[src/rrts_pkg.sv]
// Package for the round-robin thread scheduler: sizes, codes, slot entry type, helpers.
// No dependencies.
`default_nettype none

package rrts_pkg;

    localparam int THREAD_SLOTS = 16;
    localparam int IDX_W = $clog2(THREAD_SLOTS);
    localparam int CNT_W = $clog2(THREAD_SLOTS + 1);

    typedef logic [IDX_W-1:0] slot_idx_t;
    typedef logic [CNT_W-1:0] slot_cnt_t;
    typedef logic [CNT_W:0] slot_sum_t;

    typedef enum logic [1:0] {
        SLOT_UNUSED,
        SLOT_READY,
        SLOT_RUNNING,
        SLOT_BLOCKED
    } slot_state_t;

    typedef struct packed {
        slot_state_t state;
        logic mark;
        logic [31:0] quanta;
        logic [31:0] wake;
    } slot_entry_t;

    localparam int SLOT_W = $bits(slot_entry_t);

    localparam logic [2:0] OP_TICK = 3'd0;
    localparam logic [2:0] OP_SPAWN = 3'd1;
    localparam logic [2:0] OP_TERMINATE = 3'd2;
    localparam logic [2:0] OP_BLOCK = 3'd3;
    localparam logic [2:0] OP_RESUME = 3'd4;
    localparam logic [2:0] OP_SLEEP = 3'd5;
    localparam logic [2:0] OP_QUERY = 3'd6;

    localparam logic [2:0] ST_OK = 3'd0;
    localparam logic [2:0] ST_BAD_ID = 3'd1;
    localparam logic [2:0] ST_NO_THREAD = 3'd2;
    localparam logic [2:0] ST_MAIN_BLOCK = 3'd3;
    localparam logic [2:0] ST_MAIN_SLEEP = 3'd4;
    localparam logic [2:0] ST_ZERO_SLEEP = 3'd5;
    localparam logic [2:0] ST_FULL = 3'd6;
    localparam logic [2:0] ST_HALTED = 3'd7;

    function automatic logic [31:0] sat_inc(input logic [31:0] v);
        return (v == 32'hFFFF_FFFF) ? v : v + 32'd1;
    endfunction

    // The sum is always below twice the slot count.
    function automatic slot_idx_t wrap(input slot_sum_t s);
        slot_sum_t r;
        r = (s >= slot_sum_t'(THREAD_SLOTS)) ? s - slot_sum_t'(THREAD_SLOTS) : s;
        return slot_idx_t'(r);
    endfunction

    function automatic slot_entry_t reset_entry(input slot_idx_t idx);
        slot_entry_t e;
        e.state = (idx == '0) ? SLOT_RUNNING : SLOT_UNUSED;
        e.mark = 1'b0;
        e.quanta = (idx == '0) ? 32'd1 : 32'd0;
        e.wake = 32'd0;
        return e;
    endfunction

endpackage

`default_nettype wire

[src/rrts_ram.sv]
// Generic single-write, single-read RAM with a registered read.
// No dependencies.
`default_nettype none

module rrts_ram #(
    parameter int WIDTH = 8,
    parameter int DEPTH = 16
) (
    input  wire logic                     clk,
    input  wire logic                     we,
    input  wire logic [$clog2(DEPTH)-1:0] waddr,
    input  wire logic [WIDTH-1:0]         wdata,
    input  wire logic [$clog2(DEPTH)-1:0] raddr,
    output logic      [WIDTH-1:0]         rdata
);

    logic [WIDTH-1:0] mem [DEPTH];

    always_ff @(posedge clk)
    begin
        if (we)
        begin
            mem[waddr] <= wdata;
        end
        rdata <= mem[raddr];
    end

endmodule

`default_nettype wire

[src/round_robin_thread_scheduler_core.sv]
// Top level of the round-robin thread scheduler.
// Depends on rrts_pkg and rrts_ram.
`default_nettype none

// A command is taken when start is high and busy is low; its result appears for one cycle
// with done high and cannot be held off. A tick, or a yield of the running thread, scans
// the slot table, reading and then checking one slot at a time, and then switches to the
// head of the ready queue if it holds a thread; removing a thread from the ready queue
// first walks and shifts the queue, and spawn searches the table for a free slot. The
// longest command is terminating the running thread. The single read port of the slot
// table memory is why the slots are read one at a time.
module round_robin_thread_scheduler_core (
    input  wire logic        clk,
    input  wire logic        rst_n,
    input  wire logic        start,
    output logic             busy,
    input  wire logic [2:0]  operation,
    input  wire logic [4:0]  thread_id,
    input  wire logic [15:0] sleep_quanta,
    output logic             done,
    output logic [2:0]       status,
    output logic [31:0]      value,
    output logic [3:0]       running_thread,
    output logic             switched,
    output logic [31:0]      total_quanta
);

    typedef enum logic [4:0] {
        S_IDLE, S_T_CK, S_B_CK, S_R_CK, S_S_CK, S_Q_CK, S_SP_RD, S_SP_EX,
        S_RM_RD, S_RM_CK, S_SH_RD, S_SH_WR, S_POST, S_SC_RD, S_SC_EX, S_POP,
        S_POP_WT, S_CUR_RD, S_CUR_WR, S_NX_RD, S_NX_WR, S_TK_RD, S_TK_WR
    } fsm_t;

    fsm_t state_reg;
    logic [2:0] op_reg;
    logic [15:0] nq_reg;
    rrts_pkg::slot_idx_t tgt_reg;
    rrts_pkg::slot_idx_t idx_reg;
    rrts_pkg::slot_cnt_t pos_reg;
    rrts_pkg::slot_idx_t next_reg;
    logic tick_reg;
    rrts_pkg::slot_idx_t head_reg;
    rrts_pkg::slot_cnt_t count_reg;
    rrts_pkg::slot_idx_t run_reg;
    logic [31:0] elapsed_reg;
    logic halted_reg;
    logic [rrts_pkg::THREAD_SLOTS-1:0] valid_reg;
    logic done_reg;
    logic [2:0] status_reg;
    logic [31:0] value_reg;
    logic switched_reg;
    rrts_pkg::slot_idx_t raddr_reg;

    logic slot_we;
    rrts_pkg::slot_idx_t slot_waddr;
    rrts_pkg::slot_entry_t slot_wdata;
    rrts_pkg::slot_idx_t slot_raddr;
    logic [rrts_pkg::SLOT_W-1:0] slot_q;
    rrts_pkg::slot_entry_t rd;

    logic fifo_we;
    rrts_pkg::slot_idx_t fifo_waddr;
    rrts_pkg::slot_idx_t fifo_wdata;
    rrts_pkg::slot_idx_t fifo_raddr;
    rrts_pkg::slot_idx_t fifo_q;

    logic push_en;
    logic push_ok;
    rrts_pkg::slot_idx_t push_val;
    logic exists;
    logic wake_hit;
    logic resume_ok;
    logic id_valid;
    logic [32:0] wake_sum;
    logic [31:0] wake_sat;

    rrts_ram #(.WIDTH(rrts_pkg::SLOT_W), .DEPTH(rrts_pkg::THREAD_SLOTS)) u_slot_ram (
        .clk   (clk),
        .we    (slot_we),
        .waddr (slot_waddr),
        .wdata (slot_wdata),
        .raddr (slot_raddr),
        .rdata (slot_q)
    );

    rrts_ram #(.WIDTH(rrts_pkg::IDX_W), .DEPTH(rrts_pkg::THREAD_SLOTS)) u_fifo_ram (
        .clk   (clk),
        .we    (fifo_we),
        .waddr (fifo_waddr),
        .wdata (fifo_wdata),
        .raddr (fifo_raddr),
        .rdata (fifo_q)
    );

    always_ff @(posedge clk)
    begin
        raddr_reg <= slot_raddr;
    end

    assign rd = valid_reg[raddr_reg] ? rrts_pkg::slot_entry_t'(slot_q)
                                     : rrts_pkg::reset_entry(raddr_reg);
    assign exists = rd.state != rrts_pkg::SLOT_UNUSED;
    assign wake_hit = (rd.state == rrts_pkg::SLOT_BLOCKED) && (rd.wake != 32'd0)
                      && (elapsed_reg > rd.wake) && !rd.mark;
    assign resume_ok = (rd.state == rrts_pkg::SLOT_BLOCKED)
                       && ((rd.wake == 32'd0) || (elapsed_reg > rd.wake));
    assign id_valid = int'(thread_id) < rrts_pkg::THREAD_SLOTS;
    assign wake_sum = {1'b0, elapsed_reg} + {17'd0, nq_reg};
    assign wake_sat = wake_sum[32] ? 32'hFFFF_FFFF : wake_sum[31:0];
    assign push_ok = push_en && (count_reg < rrts_pkg::slot_cnt_t'(rrts_pkg::THREAD_SLOTS));

    always_comb
    begin
        slot_we = 1'b0;
        slot_wdata = rd;
        slot_waddr = tgt_reg;
        slot_raddr = tgt_reg;
        push_en = 1'b0;
        push_val = tgt_reg;
        fifo_raddr = head_reg;
        case (state_reg)
            S_IDLE:
            begin
                slot_raddr = (operation == rrts_pkg::OP_SLEEP) ? run_reg
                                                               : rrts_pkg::slot_idx_t'(thread_id);
            end
            S_T_CK:
            begin
                if (exists && (tgt_reg != '0))
                begin
                    slot_we = 1'b1;
                    slot_wdata.state = rrts_pkg::SLOT_UNUSED;
                    slot_wdata.mark = 1'b0;
                end
            end
            S_B_CK:
            begin
                if (exists && !rd.mark)
                begin
                    slot_we = 1'b1;
                    slot_wdata.mark = 1'b1;
                    if ((rd.state == rrts_pkg::SLOT_READY) || (rd.state == rrts_pkg::SLOT_RUNNING))
                    begin
                        slot_wdata.state = rrts_pkg::SLOT_BLOCKED;
                    end
                end
            end
            S_R_CK:
            begin
                if (exists && rd.mark)
                begin
                    slot_we = 1'b1;
                    slot_wdata.mark = 1'b0;
                    if (resume_ok)
                    begin
                        slot_wdata.state = rrts_pkg::SLOT_READY;
                        slot_wdata.wake = 32'd0;
                        push_en = 1'b1;
                    end
                end
            end
            S_S_CK:
            begin
                slot_we = 1'b1;
                slot_wdata.wake = wake_sat;
                slot_wdata.state = rrts_pkg::SLOT_BLOCKED;
            end
            S_SP_RD, S_SC_RD:
            begin
                slot_raddr = idx_reg;
            end
            S_SP_EX:
            begin
                slot_waddr = idx_reg;
                push_val = idx_reg;
                if (!exists)
                begin
                    slot_we = 1'b1;
                    slot_wdata = '{rrts_pkg::SLOT_READY, 1'b0, 32'd0, 32'd0};
                    push_en = 1'b1;
                end
            end
            S_SC_EX:
            begin
                slot_waddr = idx_reg;
                push_val = idx_reg;
                if (wake_hit)
                begin
                    slot_we = 1'b1;
                    slot_wdata.state = rrts_pkg::SLOT_READY;
                    slot_wdata.wake = 32'd0;
                    push_en = 1'b1;
                end
            end
            S_RM_RD:
            begin
                fifo_raddr = rrts_pkg::wrap(rrts_pkg::slot_sum_t'(head_reg)
                                            + rrts_pkg::slot_sum_t'(pos_reg));
            end
            S_SH_RD:
            begin
                fifo_raddr = rrts_pkg::wrap(rrts_pkg::slot_sum_t'(head_reg)
                                            + rrts_pkg::slot_sum_t'(pos_reg)
                                            + rrts_pkg::slot_sum_t'(1));
            end
            S_CUR_RD, S_TK_RD:
            begin
                slot_raddr = run_reg;
            end
            S_CUR_WR:
            begin
                slot_waddr = run_reg;
                push_val = run_reg;
                if (rd.state == rrts_pkg::SLOT_RUNNING)
                begin
                    slot_we = 1'b1;
                    slot_wdata.state = rrts_pkg::SLOT_READY;
                    push_en = !rd.mark;
                end
            end
            S_NX_RD:
            begin
                slot_raddr = next_reg;
            end
            S_NX_WR:
            begin
                slot_waddr = next_reg;
                slot_we = 1'b1;
                slot_wdata.state = rrts_pkg::SLOT_RUNNING;
                slot_wdata.quanta = rrts_pkg::sat_inc(rd.quanta);
            end
            S_TK_WR:
            begin
                slot_waddr = run_reg;
                slot_we = 1'b1;
                slot_wdata.quanta = rrts_pkg::sat_inc(rd.quanta);
            end
            default:
            begin
            end
        endcase
    end

    always_comb
    begin
        if (state_reg == S_SH_WR)
        begin
            fifo_we = 1'b1;
            fifo_waddr = rrts_pkg::wrap(rrts_pkg::slot_sum_t'(head_reg)
                                        + rrts_pkg::slot_sum_t'(pos_reg));
            fifo_wdata = fifo_q;
        end
        else
        begin
            fifo_we = push_ok;
            fifo_waddr = rrts_pkg::wrap(rrts_pkg::slot_sum_t'(head_reg)
                                        + rrts_pkg::slot_sum_t'(count_reg));
            fifo_wdata = push_val;
        end
    end

    always_ff @(posedge clk or negedge rst_n)
    begin
        if (!rst_n)
        begin
            state_reg <= S_IDLE;
            op_reg <= rrts_pkg::OP_TICK;
            nq_reg <= '0;
            tgt_reg <= '0;
            idx_reg <= '0;
            pos_reg <= '0;
            next_reg <= '0;
            tick_reg <= 1'b0;
            head_reg <= '0;
            count_reg <= '0;
            run_reg <= '0;
            elapsed_reg <= 32'd1;
            halted_reg <= 1'b0;
            valid_reg <= '0;
            done_reg <= 1'b0;
            status_reg <= rrts_pkg::ST_OK;
            value_reg <= '0;
            switched_reg <= 1'b0;
        end
        else
        begin
            done_reg <= 1'b0;
            if (slot_we)
            begin
                valid_reg[slot_waddr] <= 1'b1;
            end
            if (push_ok)
            begin
                count_reg <= count_reg + rrts_pkg::slot_cnt_t'(1);
            end
            case (state_reg)
                S_IDLE:
                begin
                    if (start)
                    begin
                        op_reg <= operation;
                        nq_reg <= sleep_quanta;
                        tgt_reg <= (operation == rrts_pkg::OP_SLEEP) ? run_reg
                                   : rrts_pkg::slot_idx_t'(thread_id);
                        status_reg <= rrts_pkg::ST_OK;
                        value_reg <= '0;
                        switched_reg <= 1'b0;
                        tick_reg <= 1'b0;
                        idx_reg <= '0;
                        pos_reg <= '0;
                        if (halted_reg)
                        begin
                            status_reg <= rrts_pkg::ST_HALTED;
                            done_reg <= 1'b1;
                        end
                        else
                        begin
                            case (operation)
                                rrts_pkg::OP_TICK:
                                begin
                                    tick_reg <= 1'b1;
                                    state_reg <= S_SC_RD;
                                end
                                rrts_pkg::OP_SPAWN:
                                begin
                                    idx_reg <= rrts_pkg::slot_idx_t'(1);
                                    state_reg <= S_SP_RD;
                                end
                                rrts_pkg::OP_TERMINATE, rrts_pkg::OP_RESUME, rrts_pkg::OP_QUERY:
                                begin
                                    if (!id_valid)
                                    begin
                                        status_reg <= rrts_pkg::ST_BAD_ID;
                                        done_reg <= 1'b1;
                                    end
                                    else if (operation == rrts_pkg::OP_TERMINATE)
                                    begin
                                        state_reg <= S_T_CK;
                                    end
                                    else if (operation == rrts_pkg::OP_RESUME)
                                    begin
                                        state_reg <= S_R_CK;
                                    end
                                    else
                                    begin
                                        state_reg <= S_Q_CK;
                                    end
                                end
                                rrts_pkg::OP_BLOCK:
                                begin
                                    if (thread_id == 5'd0)
                                    begin
                                        status_reg <= rrts_pkg::ST_MAIN_BLOCK;
                                        done_reg <= 1'b1;
                                    end
                                    else if (!id_valid)
                                    begin
                                        status_reg <= rrts_pkg::ST_BAD_ID;
                                        done_reg <= 1'b1;
                                    end
                                    else
                                    begin
                                        state_reg <= S_B_CK;
                                    end
                                end
                                rrts_pkg::OP_SLEEP:
                                begin
                                    if (run_reg == '0)
                                    begin
                                        status_reg <= rrts_pkg::ST_MAIN_SLEEP;
                                        done_reg <= 1'b1;
                                    end
                                    else if (sleep_quanta == 16'd0)
                                    begin
                                        status_reg <= rrts_pkg::ST_ZERO_SLEEP;
                                        done_reg <= 1'b1;
                                    end
                                    else
                                    begin
                                        state_reg <= S_S_CK;
                                    end
                                end
                                default:
                                begin
                                    done_reg <= 1'b1;
                                end
                            endcase
                        end
                    end
                end
                S_T_CK:
                begin
                    if (!exists)
                    begin
                        status_reg <= rrts_pkg::ST_NO_THREAD;
                        done_reg <= 1'b1;
                        state_reg <= S_IDLE;
                    end
                    else if (tgt_reg == '0)
                    begin
                        halted_reg <= 1'b1;
                        status_reg <= rrts_pkg::ST_HALTED;
                        done_reg <= 1'b1;
                        state_reg <= S_IDLE;
                    end
                    else
                    begin
                        state_reg <= S_RM_RD;
                    end
                end
                S_B_CK:
                begin
                    if (!exists)
                    begin
                        status_reg <= rrts_pkg::ST_NO_THREAD;
                        done_reg <= 1'b1;
                        state_reg <= S_IDLE;
                    end
                    else if (!rd.mark && (rd.state == rrts_pkg::SLOT_READY))
                    begin
                        state_reg <= S_RM_RD;
                    end
                    else
                    begin
                        state_reg <= S_POST;
                    end
                end
                S_R_CK:
                begin
                    if (!exists)
                    begin
                        status_reg <= rrts_pkg::ST_NO_THREAD;
                    end
                    done_reg <= 1'b1;
                    state_reg <= S_IDLE;
                end
                S_Q_CK:
                begin
                    if (!exists)
                    begin
                        status_reg <= rrts_pkg::ST_NO_THREAD;
                    end
                    else
                    begin
                        value_reg <= rd.quanta;
                    end
                    done_reg <= 1'b1;
                    state_reg <= S_IDLE;
                end
                S_S_CK:
                begin
                    state_reg <= S_SC_RD;
                end
                S_SP_RD:
                begin
                    state_reg <= S_SP_EX;
                end
                S_SP_EX:
                begin
                    if (!exists)
                    begin
                        value_reg <= 32'(idx_reg);
                        done_reg <= 1'b1;
                        state_reg <= S_IDLE;
                    end
                    else if (int'(idx_reg) == rrts_pkg::THREAD_SLOTS - 1)
                    begin
                        status_reg <= rrts_pkg::ST_FULL;
                        done_reg <= 1'b1;
                        state_reg <= S_IDLE;
                    end
                    else
                    begin
                        idx_reg <= idx_reg + rrts_pkg::slot_idx_t'(1);
                        state_reg <= S_SP_RD;
                    end
                end
                S_RM_RD:
                begin
                    state_reg <= (pos_reg >= count_reg) ? S_POST : S_RM_CK;
                end
                S_RM_CK:
                begin
                    if (fifo_q == tgt_reg)
                    begin
                        state_reg <= S_SH_RD;
                    end
                    else
                    begin
                        pos_reg <= pos_reg + rrts_pkg::slot_cnt_t'(1);
                        state_reg <= S_RM_RD;
                    end
                end
                S_SH_RD:
                begin
                    if ((rrts_pkg::slot_sum_t'(pos_reg) + rrts_pkg::slot_sum_t'(1))
                        >= rrts_pkg::slot_sum_t'(count_reg))
                    begin
                        count_reg <= count_reg - rrts_pkg::slot_cnt_t'(1);
                        state_reg <= S_POST;
                    end
                    else
                    begin
                        state_reg <= S_SH_WR;
                    end
                end
                S_SH_WR:
                begin
                    pos_reg <= pos_reg + rrts_pkg::slot_cnt_t'(1);
                    state_reg <= S_SH_RD;
                end
                S_POST:
                begin
                    if (tgt_reg == run_reg)
                    begin
                        idx_reg <= '0;
                        state_reg <= S_SC_RD;
                    end
                    else
                    begin
                        done_reg <= 1'b1;
                        state_reg <= S_IDLE;
                    end
                end
                S_SC_RD:
                begin
                    state_reg <= S_SC_EX;
                end
                S_SC_EX:
                begin
                    if (int'(idx_reg) == rrts_pkg::THREAD_SLOTS - 1)
                    begin
                        state_reg <= S_POP;
                    end
                    else
                    begin
                        idx_reg <= idx_reg + rrts_pkg::slot_idx_t'(1);
                        state_reg <= S_SC_RD;
                    end
                end
                S_POP:
                begin
                    if (count_reg != '0)
                    begin
                        state_reg <= S_POP_WT;
                    end
                    else if (tick_reg)
                    begin
                        state_reg <= S_TK_RD;
                    end
                    else
                    begin
                        done_reg <= 1'b1;
                        state_reg <= S_IDLE;
                    end
                end
                S_POP_WT:
                begin
                    next_reg <= fifo_q;
                    head_reg <= rrts_pkg::wrap(rrts_pkg::slot_sum_t'(head_reg)
                                               + rrts_pkg::slot_sum_t'(1));
                    count_reg <= count_reg - rrts_pkg::slot_cnt_t'(1);
                    elapsed_reg <= rrts_pkg::sat_inc(elapsed_reg);
                    state_reg <= S_CUR_RD;
                end
                S_CUR_RD:
                begin
                    state_reg <= S_CUR_WR;
                end
                S_CUR_WR:
                begin
                    state_reg <= S_NX_RD;
                end
                S_NX_RD:
                begin
                    state_reg <= S_NX_WR;
                end
                S_NX_WR:
                begin
                    run_reg <= next_reg;
                    switched_reg <= 1'b1;
                    done_reg <= 1'b1;
                    state_reg <= S_IDLE;
                end
                S_TK_RD:
                begin
                    elapsed_reg <= rrts_pkg::sat_inc(elapsed_reg);
                    state_reg <= S_TK_WR;
                end
                S_TK_WR:
                begin
                    done_reg <= 1'b1;
                    state_reg <= S_IDLE;
                end
                default:
                begin
                    state_reg <= S_IDLE;
                end
            endcase
        end
    end

    assign busy = state_reg != S_IDLE;
    assign done = done_reg;
    assign status = status_reg;
    assign value = value_reg;
    assign running_thread = 4'(run_reg);
    assign switched = switched_reg;
    assign total_quanta = elapsed_reg;

endmodule

`default_nettype wire

[config.mk]
export PLATFORM = sky130hd
export DESIGN_NAME = round_robin_thread_scheduler_core
export DESIGN_NICKNAME = d
export VERILOG_FILES = /design/src/rrts_pkg.sv /design/src/rrts_ram.sv /design/src/round_robin_thread_scheduler_core.sv
export SDC_FILE = /design/constraint.sdc
export NUM_CORES = 2
export LEC_CHECK = 0
export BUFFER_PORTS_ARGS = -buffer_cell sky130_fd_sc_hd__buf_2
export CORE_UTILIZATION = 30
export DETAILED_ROUTE_END_ITERATION = 6
export GPL_ROUTABILITY_DRIVEN = 0
export PLACE_DENSITY = 0.46
export SLEW_MARGIN = 20
export SYNTH_ARGS = -nofsm -noshare
export SYNTH_HDL_FRONTEND = slang
export SYNTH_HIERARCHICAL = 1
export SYNTH_SLANG_ARGS = --single-unit
[constraint.sdc]
create_clock -name clk -period 24.8 [get_ports clk]
set_input_delay 4.96 -clock clk [delete_from_list [all_inputs] [get_ports clk]]
set_output_delay 4.96 -clock clk [all_outputs]
set_load 0.02 [all_outputs]
Yosys cells after proc, flatten, opt, wreduce, memory -nomap -nowiden
Memory sizes are Yosys's and may differ from the RTL's. A register that Yosys moved wholly into a read port is not among the register bits.
Index checks and enable logic that the tools add are counted.
Storage, ports and cells
  flip-flop bits (word level): 142
  memories kept: 2
  output and inout bits: 74
  word-level logic and storage cells: 277
  memory bits (writable): 1136
  input bits: 27
Memories
  u_slot_ram.mem: depth 16, bits a word 67, rd ports 1, clocked after memory_dff 1, wr ports 1, line rrts_ram.sv:17  | logic [WIDTH-1:0] mem [DEPTH];
  u_fifo_ram.mem: depth 16, bits a word 4, rd ports 1, clocked after memory_dff 1, wr ports 1, line rrts_ram.sv:17
Operators by class
  bitwise gates (word level): 2
  eq/ne operators: 52
  $add $sub $neg: 16
  multiplexer cells: 124
  reductions and logical operators: 51
  $lt $le $gt $ge: 12
Operator list (count)
  $mux W32: 8
  $mux W67: 2
  $pmux W32 S4: 1
  $pmux W32 S3: 1
  $pmux W5 S19: 1
  $mux W5: 13
  $add A32 B1 Y32 const B: 2
  $eq A32 B32 Y1 const B: 2
  $pmux W32 S2: 1
  $mux W3: 20
  $mux W4: 15
  $eq A5 B4 Y1 const B: 8
  $mux W1: 36
  $eq A5 B5 Y1 const B: 7
  $add A32 B16 Y33: 1
  $gt A32 B32 Y1: 1
  $logic_not A32 Y1: 1
  $pmux W4 S4: 2
  $reduce_bool A32 Y1: 1
  $pmux W5 S5: 1
  $eq A5 B3 Y1 const B: 4
  $ge A6 B5 Y1 const B: 3
  $ne A2 B2 Y1 const B: 9
  $ne A3 B3 Y1 const B: 6
  other kinds (58): 111

Longest topological paths before layout
  depth in word-level cells: 13
  depth in mapped cells: 20
  depth with buffers taken out: 16

Hierarchy
The synthesis kept the hierarchy.
By module, submodules not included
  rrts_ram at u_slot_ram: instances 1, cells an instance 1724, area an instance 41438.5 um2, sequential area each 33532.2 um2
  round_robin_thread_scheduler_core: instances 1, cells an instance 1487, area an instance 11887.7 um2, sequential area each 3534.6 um2
  rrts_ram at u_fifo_ram: instances 1, cells an instance 130, area an instance 2666.3 um2, sequential area each 2001.9 um2

Worst setup path before layout
Ideal clock, no wire load.
  path kind: register to register
  from: register raddr_reg[2]
  to: memory u_slot_ram/mem[0][0] (netlist bit), enable pin
  buffers on the path: 5
  setup slack: 15.133 ns
  cell stages (with the launch flop): 21
  library setup time: 0.574 ns
  required time: 24.226 ns
  data arrival time: 9.093 ns
  clock period less this slack: 9.667 ns
  cells stage by stage: dfxtp_1 buf_6 mux4_2 mux2i_4 and2_1 nor2_1 clkbuf_1 clkbuf_1 clkbuf_1 nand2_1 ha_1 nand3_1 or3_1 a211oi_1 o31a_1 o211ai_2 o21ai_2 nand3b_4 buf_2 or3b_2 nor3_1
Between the ends
  cells in the longest elaborated chain, start to end: 11
  elaborated cells on any way between the ends: 26
  classes of those cells: order compare: 1; eq/ne: 2; mux: 13; reduce/logical: 10
RTL lines
  start, declared: line round_robin_thread_scheduler_core.sv:52  | rrts_pkg::slot_idx_t raddr_reg;
  start signal, assigned: line round_robin_thread_scheduler_core.sv:97  | raddr_reg <= slot_raddr;
  $bmux W1 S4 / $logic_not A4 Y1 (equally long branches): line round_robin_thread_scheduler_core.sv:100, rrts_pkg.sv:61
  $mux W1 (implied by the code) / $mux W2 (equally long branches): line round_robin_thread_scheduler_core.sv:100, rrts_pkg.sv:61
  $mux W67 *: line round_robin_thread_scheduler_core.sv:100  | assign rd = valid_reg[raddr_reg] ? rrts_pkg::slot_entry_t'(slot_q)
  branches (longest 5 deep; another with $gt A32 B32 Y1)
  $pmux W1 S7 *: line round_robin_thread_scheduler_core.sv:121  | case (state_reg)
  via slot_we: line round_robin_thread_scheduler_core.sv:54  | logic slot_we;
  $mux W1 *: line rrts_ram.sv:21  | if (we)
  $mux W1 (implied by the code) *: line rrts_ram.sv:23  | mem[waddr] <= wdata;
  end, declared: line rrts_ram.sv:17
Mark *: on every way through the listed nets, which the timed path passes. The select of a mux whose other input is x is not followed.

Worst setup path after layout
  from: input operation[0]
  to: register u_slot_ram.rdata[18], read port of u_slot_ram.mem
Between the ends
  cells in the longest elaborated chain, start to end: 3
RTL lines
  start, declared: line round_robin_thread_scheduler_core.sv:17  | input wire logic [2:0] operation,
  $eq A3 B3 Y1: line round_robin_thread_scheduler_core.sv:124  | slot_raddr = (operation == rrts_pkg::OP_SLEEP) ? run_reg
  $mux W4: line round_robin_thread_scheduler_core.sv:124
  $pmux W4 S4: line round_robin_thread_scheduler_core.sv:121
  via slot_raddr[0]: line round_robin_thread_scheduler_core.sv:57  | rrts_pkg::slot_idx_t slot_raddr;
  end, declared: line rrts_ram.sv:14  | output logic [WIDTH-1:0] rdata
The timed path passes the listed nets, and every way through them passes these cells.
A chain may end at the register's enable or synchronous reset.

==> metrics.md <==
| Metric | Value |
|---|---|
| Die Footprint | `188,000 um2` |
| Total number of vias | `31.5k` |
| Area leader, netlist | `edfxtp_1` |
| Clk buf depth | `3` |
| Max reg flops | `1,072` |
| Top-count cell post-synth | `edfxtp_1` |
| # rows | `158` |
| Syn_nets | `3,443` |
| Die width | `434 um` |
| Final slew viol count | `0` |
| Most flop-heavy register | `u_slot_ram/mem` |
| CTS Root Cell | `clkbuf_16` |
| TritonRoute pass-1 iters | `5` |
| WL met3 | `7.78 mm` |
| Critical path startpoint category | `primary input` |
| Main flop type after synthesis | `edfxtp_1` |
| Setup violators final | `0` |
| Setup Buffers After CTS | `0` |
| # hold bufs at CTS | `0` |
| Seq. cell area | `39,100 um2` |
| Compound-Gate Fraction of Synth Area | `0.0679` |
| GRT overflow | `0` |
| FMAX | `114 MHz` |
| Critical Path Slowest Stage Cell | `buf_4` |
| Layout net count | `3,617` |
| Initial drt markers | `2,560` |
| CP Capture Type | `flop` |
| Antenna viol nets, final | `0` |
| Sequential share of the synthesized area | `0.698` |
| Final worst-path cycle share | `0.354` |
| Vias per Instance | `5.15` |
| Final min period | `a little under 9000 ps` |
| Met2 wire length | `78.2 mm` |
| Finished Core Util | `0.349` |
| Type of the worst min-delay path | `flop to flop` |
| Mux cell area share after synthesis | `0.124` |
| Synthesis warning total | `6` |
| Main combinational cell family by area after synthesis | `multiplexers` |
| Max-capacitance violation count | `0` |
| Max Used Layer | `met4` |
| Worst slew pin tran | `approximately 1100 ps` |
| First-pass GRT wire length | `roughly 230 mm` |
| Final WL | `160 mm` |
| Worst-path clk slew | `around 60 ps` |
| Syn Inst Count | `3,341` |
| Post-Synth Simple-Gate Area | `0.0640` |
| Fin. Hold Viols | `0` |
| Yosys reg bits | `1,349` |
| Area grow syn2layout | `15.6%` |
| Cell Pwr Density | `133 nW/um2` |
| TritonCTS Sinks | `around 1.3k` |
| Share of the synthesized area in the top cell type | `0.609` |
| Final HPWL DP | `approximately 90 mm` |
| Post-synth EDFFs | `1,136` |
| Area contributors post-synth | `edfxtp_1, mux4_2, dfrtp_1` |
| RSZ-0062 raised after global routing | `false` |
| Post-cts repair resize count | `0` |
| Synth Area in Adders | `0.0172` |
| Layout cells sized above 1 | `0.219` |
| Outcome | `complete, no violations` |
| Largest registers | `u_slot_ram/mem: 1072 flops, u_slot_ram/rdata: 67 flops, u_fifo_ram/mem: 64 flops` |
| Post-synthesis cell type count | `between 80 and 90` |
| Worst Path Max Fanout | `55` |
| Vias in the first global route | `about 32k` |
| Mapped cell area | `56,000 um2` |
| Slew headroom | `0.259` |
| Worst skew pair latency | `790 ps` |
| Post-synth top cells | `edfxtp_1, nand2_1, mux4_2` |
| Leak | `21.7 nW` |
| Worst path max stage delay | `between 800 and 900 ps` |
| Die Y | `434 um` |
| Required time of the worst setup path | `25,450 ps` |
| Remaining DRCs | `0` |
| Final Skew | `between 30 and 40 ps` |
| Total track usage | `0.170` |
| PortBufs | `100` |
| Critical Path AT | `9430 ps` |
| Area occupied by multi-input gates | `about 16,000 um2` |
| Post-Synth XOR/XNOR Area | `0.0119` |
| I/O pins | `101` |
| Initial core utilization | `0.302` |
| TritonCTS buffer count | `147` |
| CTS tree | `built` |
| Met1 wire length | `71.6 mm` |
| Fill cell count | `17.7k` |
| Critical path type | `primary input to flop` |
| Avg Inst Size Synth | `16.8 um2` |
| Peak supply drop | `0.0956 mV` |
| Setup_tns | `0 ps` |
| Floorplan core area | `185,000 um2` |
| Initial antenna violation count | `3` |
| Critical-path cell list | `buf_2 -> nand2_1 -> nor2_1 -> buf_4 -> nand2_1 -> a21oi_1 -> a221o_1 -> mux2_8 -> buf_4 -> buf_4 -> mux4_2 -> a22oi_1 -> nand2_1` |
| Routed WL per cell | `26.2 um` |
| H-tree depth | `4` |
| Largest net degree at the start of global routing | `85` |
| Ys async rst share | `0.102` |
-- per-stage QoR --
stage / setup slack, ps / cells / hold slack [ps] / power [mW] / instance area [um2]
floorplan: 15130 / 3341 / 436 / 5.47 / 56000
detailed placement: 15100 / 5845 / 452 / 6.49 / 59800
global route: 15550 / 6121 / 475 / 9.05 / 64700
finish: 16020 / 6122 / 462 / 8.61 / 64700
global placement: 15140 / 5843 / 449 / 6.48 / 59700
CTS: 15960 / 6120 / 466 / 8.72 / 64700
-- power by group --
part,switching [mW],total (mW),internal [mW]
Sequential,0.190,3.39,3.20
Combinational,1.90,3.01,1.11
Clock,0.926,2.21,1.28
-- area by class of cell --
cell class                 count  area share
antenna                        1   0.0000387
clock buffer                 200      0.0626
clock inverter                75      0.0129
inverter                      30     0.00174
multi-input combinational   1784       0.250
sequential                  1349       0.604
tap                         2480      0.0480
timing repair buffer         203      0.0204
-- cell families after synthesis --
| group | Yosys count |
|---|---|
| AO/OA/AOI/OAI | 554 |
| XOR/XNOR | 76 |
| adder cells (fa/ha/maj) | 75 |
| buffers and inverters | 208 |
| flip-flops | 1349 |
| multiplexers | 325 |
| AND/OR/NAND/NOR | 754 |
-- cell usage in the layout (no fill, tap or decap), drive strengths merged, types with 25 or more instances in the layout --
cell,instances
edfxtp,1136
nand2,317
mux4,286
buf,203
clkbuf,200
a22oi,143
dfrtp,137
nor2,120
o21ai,114
a21oi,88
dfxtp,75
ha,72
nand3,68
clkinv,56
xnor2,52
nor3,50
nand4,40
inv,35
a21o,31
nor2b,26
mux2,26
and3,25
-- routing by layer --
layer  GRT usage  vias to the layer above
met5           0                        -
met1       0.235                    16731
met3      0.0269                      203
met4      0.0373                        0
li1            -                    13790
met2       0.282                      793
-- worst paths after layout --
check	from	end	slack, ps	depth (start not counted)
setup reg to reg	raddr_reg[3]	u_slot_ram/mem[11][6]	16330	18
setup / recovery	operation[0]	u_slot_ram/rdata[18]	16020	13
min in group asynchronous	rst_n	total_quanta[4]	4150	1
max in group asynchronous	rst_n	value[22]	18800	3
hold reg to reg	valid_reg[9]	valid_reg[9]	460	1
hold / removal	valid_reg[9]	valid_reg[9]	460	1
-- critical path, delay by kind of cell --
| family | cells | cell delay, ps |
|---|---|---|
| AOI/OAI and AO/OA | 3 | 740 |
| buffers and inverters | 4 | 1940 |
| muxes | 2 | 1270 |
| and+or+nand+nor | 4 | 330 |
No activity file was read; power rests on OpenSTA's default activity.
